$ cat src/sv/assert_macros.svh
// Assertion macros used by the RTL. Every check is sampled on the rising
// edge of clk and is switched off while rst is high.
`ifndef ASSERT_MACROS_SVH
`define ASSERT_MACROS_SVH

// The property must hold at every clock edge outside reset.
`define ASSERT_CLK(label, prop, msg) \
  label: assert property (@(posedge clk) disable iff (rst) (prop)) else $error(msg);

// If the antecedent holds, the consequent must hold in the next cycle.
`define ASSERT_NEXT(label, ante, cons, msg) \
  label: assert property (@(posedge clk) disable iff (rst) (ante) |=> (cons)) else $error(msg);

`endif

$ cat src/sv/ede_pkg.sv
package ede_pkg;

  typedef enum logic [1:0] {
    OP_CLEAR  = 2'd0,
    OP_APPEND = 2'd1,
    OP_QUERY  = 2'd2,
    OP_END    = 2'd3
  } op_t;

  // One input transfer.
  typedef struct packed {
    op_t        operation;
    logic [7:0] character;
  } cmd_t;

  // One result transfer.
  typedef struct packed {
    logic [7:0] distance;
    logic       reference_truncated;
  } res_t;

  // Token handed from one cell to the next. For a query byte, dnew is the
  // new column value of the left neighbor and dold its value one row earlier.
  // For an end token, dnew carries the distance toward the output.
  typedef struct packed {
    logic       valid;
    op_t        op;
    logic [7:0] chr;
    logic [7:0] dnew;
    logic [7:0] dold;
    logic       placed;
    logic       trunc;
  } tok_t;

endpackage

$ cat src/sv/ede_cell.sv
module ede_cell #(
  parameter int J = 1
) (
  input  logic          clk,
  input  logic          rst,
  input  ede_pkg::tok_t tin,
  output ede_pkg::tok_t tout
);

  logic          active;
  logic          active_next;
  logic [7:0]    refb;
  logic [7:0]    refb_next;
  logic [7:0]    d;
  logic [7:0]    d_next;
  ede_pkg::tok_t tout_next;

  logic [8:0] sub;
  logic [8:0] del;
  logic [8:0] ins;
  logic [8:0] m;

  // One step of the recurrence: diagonal plus mismatch, above plus one, left plus one.
  always_comb begin
    sub = {1'b0, tin.dold} + {8'd0, (refb != tin.chr)};
    del = {1'b0, d} + 9'd1;
    ins = {1'b0, tin.dnew} + 9'd1;
    m   = (sub < del) ? sub : del;
    if (ins < m) begin
      m = ins;
    end
  end

  always_comb begin
    active_next = active;
    refb_next   = refb;
    d_next      = d;
    tout_next   = tin;
    if (tin.valid) begin
      case (tin.op)
        ede_pkg::OP_CLEAR: begin
          active_next = 1'b0;
          d_next      = 8'(J);
        end
        ede_pkg::OP_APPEND: begin
          // The first empty cell takes the byte.
          if (!active && !tin.placed) begin
            active_next      = 1'b1;
            refb_next        = tin.chr;
            tout_next.placed = 1'b1;
          end
          d_next = 8'(J);
        end
        ede_pkg::OP_QUERY: begin
          if (active) begin
            d_next         = m[8] ? 8'hFF : m[7:0];
            tout_next.dnew = d_next;
            tout_next.dold = d;
          end
        end
        ede_pkg::OP_END: begin
          if (active) begin
            tout_next.dnew = d;
          end
          d_next = 8'(J);
        end
        default: begin
          tout_next = tin;
        end
      endcase
    end
  end

  always_ff @(posedge clk) begin
    if (rst) begin
      active     <= 1'b0;
      d          <= 8'(J);
      tout.valid <= 1'b0;
    end else begin
      active     <= active_next;
      d          <= d_next;
      tout.valid <= tout_next.valid;
    end
    refb        <= refb_next;
    tout.op     <= tout_next.op;
    tout.chr    <= tout_next.chr;
    tout.dnew   <= tout_next.dnew;
    tout.dold   <= tout_next.dold;
    tout.placed <= tout_next.placed;
    tout.trunc  <= tout_next.trunc;
  end

endmodule
$ cat config.mk
export PLATFORM = sky130hd
export DESIGN_NAME = ede_cell
export DESIGN_NICKNAME = d
export VERILOG_FILES = /design/src/sv/assert_macros.svh /design/src/sv/ede_pkg.sv /design/src/sv/ede_cell.sv
export SDC_FILE = /design/constraint.sdc
export NUM_CORES = 1
export LEC_CHECK = 0
export BUFFER_PORTS_ARGS = -buffer_cell sky130_fd_sc_hd__buf_2
export CAP_MARGIN = 20
export CELL_PAD_IN_SITES_DETAIL_PLACEMENT = 1
export CELL_PAD_IN_SITES_GLOBAL_PLACEMENT = 1
export CORE_MARGIN = 5
export CORE_UTILIZATION = 40
export CTS_CLUSTER_DIAMETER = 50
export CTS_CLUSTER_SIZE = 8
export DETAILED_ROUTE_END_ITERATION = 10
export GPL_TIMING_DRIVEN = 0
export PLACE_DENSITY_LB_ADDON = 0.1
export SLEW_MARGIN = 20
export SYNTH_ARGS = -nofsm -noshare
export SYNTH_HDL_FRONTEND = slang
export SYNTH_SLANG_ARGS = --single-unit
export TNS_END_PERCENT = 30
$ cat constraint.sdc
create_clock -name clk -period 6.4 [get_ports clk]
set_input_delay 1.28 -clock clk [delete_from_list [all_inputs] [get_ports clk]]
set_output_delay 1.28 -clock clk [all_outputs]
set_load 0.01 [all_outputs]
======== Yosys cells after proc, flatten, opt, wreduce, memory -nomap -nowiden ========
Cells that the tools add are included.
storage, ports and cells
  input bits .............................. 31
  flip-flop bits (word level) ............. 46
  word-level logic and storage cells ...... 44
operators by class
  magnitude comparators ................... 2
  reduce and logical (&&, ||, !) cells .... 9
  equality and inequality tests ........... 6
  mux-type cells .......................... 14
  add/subtract/negate cells ............... 3
operators by type and width
  kind                                           count
  two-way mux 8 bit                              4
  case mux 8 bit (2 select lines)                2
  two-way mux 29 bit                             1
  adder 8 x 1 -> 9 bit, second input constant    2
  < comparator 9 bit                             2
  two-way mux 9 bit                              2
  two-way mux 16 bit                             1
  adder 8 x 1 -> 9 bit                           1
  inequality test 8 bit                          1
  AND reduction 3 bit                            2
  == test 2 bit, second input constant           2
  inequality test 2 bit, second input constant   2
  two-way mux 1 bit                              3
  OR reduction 3 bit                             1
  == test 2 x 1 -> 1 bit, second input constant  1
  logical NOT 1 bit                              2
  logical NOT 2 bit                              1
  case mux 1 bit (2 select lines)                1
  AND reduction 2 bit                            1
  nonzero test 2 bit                             1
  logical AND 1 bit                              1

======== Depth between registers and ports, before layout ========
  depth in word-level cells ............... 10
  mapped depth ............................ 24

======== Worst setup path before layout ========
Ideal clock, no wire load.
  path kind ............................... input to register
  start ................................... in tin[25] (netlist name)
  end ..................................... reg d[7]
  data arrival time ....................... 5816 ps
  required time ........................... 6321 ps
  slack ................................... 505 ps
  setup time .............................. 79 ps
  stages on the path ...................... 21
  cells stage by stage .................... xor2_1 > nor4_1 > nand2_1 > ha_1 > ha_1 > inv_1 > nor3_1 > ha_1 > and4_1 > o211ai_2 > o2111ai_4 > clkbuf_1 > clkbuf_1 > o21ai_1 > ha_1 > a21o_1 > a21o_1 > a211oi_1 > o21ai_0 > or4_1 > o211ai_1
between the ends
  longest elaborated chain between the ends .. 9
ends and longest elaborated chain
  item                                 line            text
  start, declared                      ede_cell.sv:6   input ede_pkg::tok_t tin,
  inequality test 8 bit (*)            ede_cell.sv:25  sub = {1'b0, tin.dold} + {8'd0, (refb != tin.chr)};
  adder 8 x 1 -> 9 bit (*)             ede_cell.sv:25
  < comparator 9 bit                   ede_cell.sv:28  m = (sub < del) ? sub : del;
  two-way mux 9 bit (*)                ede_cell.sv:28
  < comparator 9 bit                   ede_cell.sv:29  if (ins < m) begin
  two-way mux 9 bit (*)                ede_cell.sv:29
  two-way mux 8 bit (*)                ede_cell.sv:56  d_next = m[8] ? 8'hFF : m[7:0];
  two-way mux 8 bit (*)                ede_cell.sv:55  if (active) begin
  case mux 8 bit (2 select lines) (*)  ede_cell.sv:40  case (tin.op)
  end signal, assigned                 ede_cell.sv:77  d <= 8'(J);
  end signal, assigned                 ede_cell.sv:81  d <= d_next;
  end, declared                        ede_cell.sv:14  logic [7:0] d;
Mark *: on every way between the ends. The rest lies on a longest branch, timed or not. The select of a mux whose other input is x is not followed.
A chain may end at the register's enable or synchronous reset.

======== Worst setup path after layout ========
  start ................................... in tin[23] (netlist name)
  end ..................................... reg d[2]
Same word-level chain as after synthesis.

==> summary.md <==
| Metric | Value |
|---|---|
| Initial Utilization | `between 40% and 50%` |
| Routed Antenna Nets | `0` |
| Warnings from Yosys | `0` |
| Reg-to-reg endpoint | `d[2]` |
| Multi-input combinational cell area | `about 1800 µm²` |
| Post-Route WL | `approximately 8500 µm` |
| Vias in the first global route | `between 2000 and 3000` |
| Max VDD drop | `0.135 mV` |
| Hold worst-path end | `active` |
| Die X | `94.3 µm` |
| CP endpoint kind | `register` |
| Fin nets | `between 400 and 500` |
| Yosys top cell by area | `dfxtp_1` |
| CP max FO | `10` |
| Worst-path clk slew | `~90 ps` |
| Status | `complete, no violations` |
| Wire per inst | `16.9 µm` |
| TritonCTS clock tree | `built` |
| Worst hold start | `active` |
| Synth Instances | `338` |
| CP max-delay cell | `or2_2` |
| Clock latency on the worst-skew pair | `300 ps` |
| Die area | `8890 µm²` |
| Reg2reg setup slack | `1010 ps` |
| Drt first pass iters | `4` |
| Distinct cells, synth | `43` |
| Top cells by area, synth | `dfxtp_1 27%, ha_1 8.8%, edfxtp_1 8.5%` |
| Reg area | `about 1000 µm²` |
| FF-to-FF path depth | `20` |
| GRT Total Usage | `19.9%` |
| Fin crit share | `93.1%` |
| P&R area growth vs syn | `20.2%` |
| Total via count in the routed design | `between 2000 and 3000` |
| Post-CTS Setup Bufs | `0` |
| CTS buffer count | `5` |
| Metal3 WL | `roughly 340 µm` |
| Share of cells above drive strength 1 | `between 20% and 30%` |
| CTS Buffer Depth | `2` |
| Met2 routed WL | `4160 µm` |
| Clock Skew | `around 9 ps` |
| WP data arrival | `roughly 6200 ps` |
| Reg-to-Reg Start | `d[0]` |
| Gr ovfl total | `0` |
| Final Util | `49.7%` |
| Pwr Density | `~210 nW/µm²` |
| Synth top area share | `between 20% and 30%` |
| Post-synth EDFFs | `8` |
| Initial antenna violation count | `0` |
| Mean Syn Cell Area | `around 8.4 µm²` |
| Root Driver | `clkbuf_8` |
| Crit path largest cell delay | `around 320 ps` |
| Vias/cell | `between 5 and 6` |
| Top layer in use | `met4` |
| I/O Pins | `60` |
| Min-Delay Path Depth | `2` |
| Worst-margin pin slew | `~1000 ps` |
| # clock sinks | `46` |
| Flops & latches, synth | `46` |
| Hold slack final | `532 ps` |
| Fillers | `between 800 and 900` |
| Post-Route M1 WL | `around 4000 µm` |
| Top FF cell, synth | `dfxtp_1` |
| Global-route wire length before repair | `between 10000 and 15000 µm` |
| Pins Over Slew Limit | `0` |
| Pin count of the biggest net entering global routing | `16` |
| Number of port buffers | `59` |
| Netlist Area Pre-Place | `2840 µm²` |
| DR iter-0 viols | `55` |
| Delay-heaviest family, CP | `compound AO/OA/AOI/OAI gates` |
| Post-synth ARST share | `0%` |
| CTS HTree Levels | `2` |
| Total core area | `~7000 µm²` |
| Crit path from | `tin[23]` |
| RePlAce Congestion | `slightly below 0.9` |
| Critical path class | `in -> reg` |
| Slew headroom | `32.7%` |
| ANT cells | `0` |
| Chip height | `approximately 94 µm` |
| Drt drc | `0` |
| Fmax achieved | `approximately 170 MHz` |
| Worst Path Buf+Inv | `5` |
| Net Count, Synth | `between 300 and 400` |
| Crit path time final | `between 5000 and 6000 ps` |
| HP Class | `reg -> reg` |
| # rows | `30` |
| CTS hold repair buffers | `0` |
| Dpl hpwl | `about 7000 µm` |
| Finish-stage setup viols | `0` |
| CP Launch Type | `primary input` |
| Final hold violations | `0` |
| Most frequent CP cell | `ha_1` |
| Leak | `between 1 and 1.5 nW` |
| Maxcap violations | `0` |
| Data required time of the critical path | `6630 ps` |
| Register area share after synthesis | `a little over a third` |
| Final Power | `around 0.70 mW` |
## cells by family (layout without fill, tap and decap cells)
| kind of cell | count (synthesis) | count (layout) | share of synthesized area (%) |
|---|---|---|---|
| muxes | 12 | 12 | 4.45 |
| buffers and inverters | 21 | 88 | 2.86 |
| DFF | 46 | 46 | 35.2 |
| AOI/OAI and AO/OA | 69 | 69 | 17.5 |
| and+or+nand+nor | 147 | 147 | 24.0 |
| xor gates and xnor gates | 23 | 23 | 7.09 |
| adders and majority gates | 20 | 20 | 8.81 |
## cell type report
class	count	area share (%)
Buffer	15	1.91
Clock buffer	5	2.02
Clock inverter	3	2.02
Inverter	6	0.660
Multi-Input combinational cell	271	51.9
Sequential cell	46	29.3
Tap cell	96	3.52
Timing Repair Buffer	59	8.65
## state kept, by name, summed over array words and instances, names as in the netlist
register,count
refb,8
d,8
tout,29
active,1
## worst max path at each step
stage / to / slack (ps) / cells past startpoint
floorplan: d[7] / 500 / 21
global placement: tout[16] / -610 / 23
detailed placement: tout[16] / -720 / 24
CTS: tout[16] / 20 / 24
global route: d[2] / -8 / 25
finish: d[2] / 440 / 25
## stage by stage
stage	instances	TNS [ps]	setup WS (ps)	cell area (µm²)
floorplan	338	0	505	2840
global placement	493	-8990	-607	3260
detailed placement	493	-11120	-720	3260
CTS	501	0	20.0	3400
global route	501	-15.9	-8.20	3410
finish	501	0	443	3410
## layer usage
metal  GRT usage, %  vias to the layer above
li1               -                     1354
met1           24.9                     1279
met2           35.3                       59
met3           3.85                        7
met4           3.97                        0
met5              0                        -
## power breakdown
group	internal, mW	switching [mW]
clock	0.156	0.100
combinational	0.0534	0.0853
sequential	0.306	0.00332
total	0.516	0.189
## synthesized netlist by cell type (5+ instances only)
cell type   n
xnor2_1     9
xor2_1     14
nand4_1     5
o21ai_0     6
dfxtp_1    38
inv_1       5
o2111ai_1   6
nand3_1    23
clkbuf_1   13
ha_1       20
nor2b_1     5
nand2_1    53
a21oi_1    12
nor3_1     13
o211ai_1   20
mux2i_1    10
o21ai_1     6
nor2_1     28
edfxtp_1    8
a21o_1      5
## worst min-delay path, cell delays in order (launching register included)
cell	delay, ps
dfxtp_1	340
nor2_1	110
nor3_1	50
## cells in the final DEF, fill, tap and decap left out, drive strengths merged, types with 2 or more instances in the layout
cell     instances
a21oi           12
nand3b           2
bufinv           2
ha              20
mux2i           10
nor2b            5
inv              6
nand4            5
nand2b           2
edfxtp           8
nand2           53
a21o             5
buf             62
nor4             2
o21a             4
a211o            2
a211oi           3
and3             2
xnor2            9
or4              2
mux2             2
o211ai          21
nand3           23
o21ai           12
clkbuf          17
or2              6
o2111ai          7
xor2            14
nor2            28
nor3            13
dfxtp           38
## repair_timing
item / in CTS / in global routing
endpoints found under the setup margin: 16 / 16
resized for setup: 2 / 12
gates cloned: 0 / 0
Note: power is estimated with default switching activity, not from simulation.
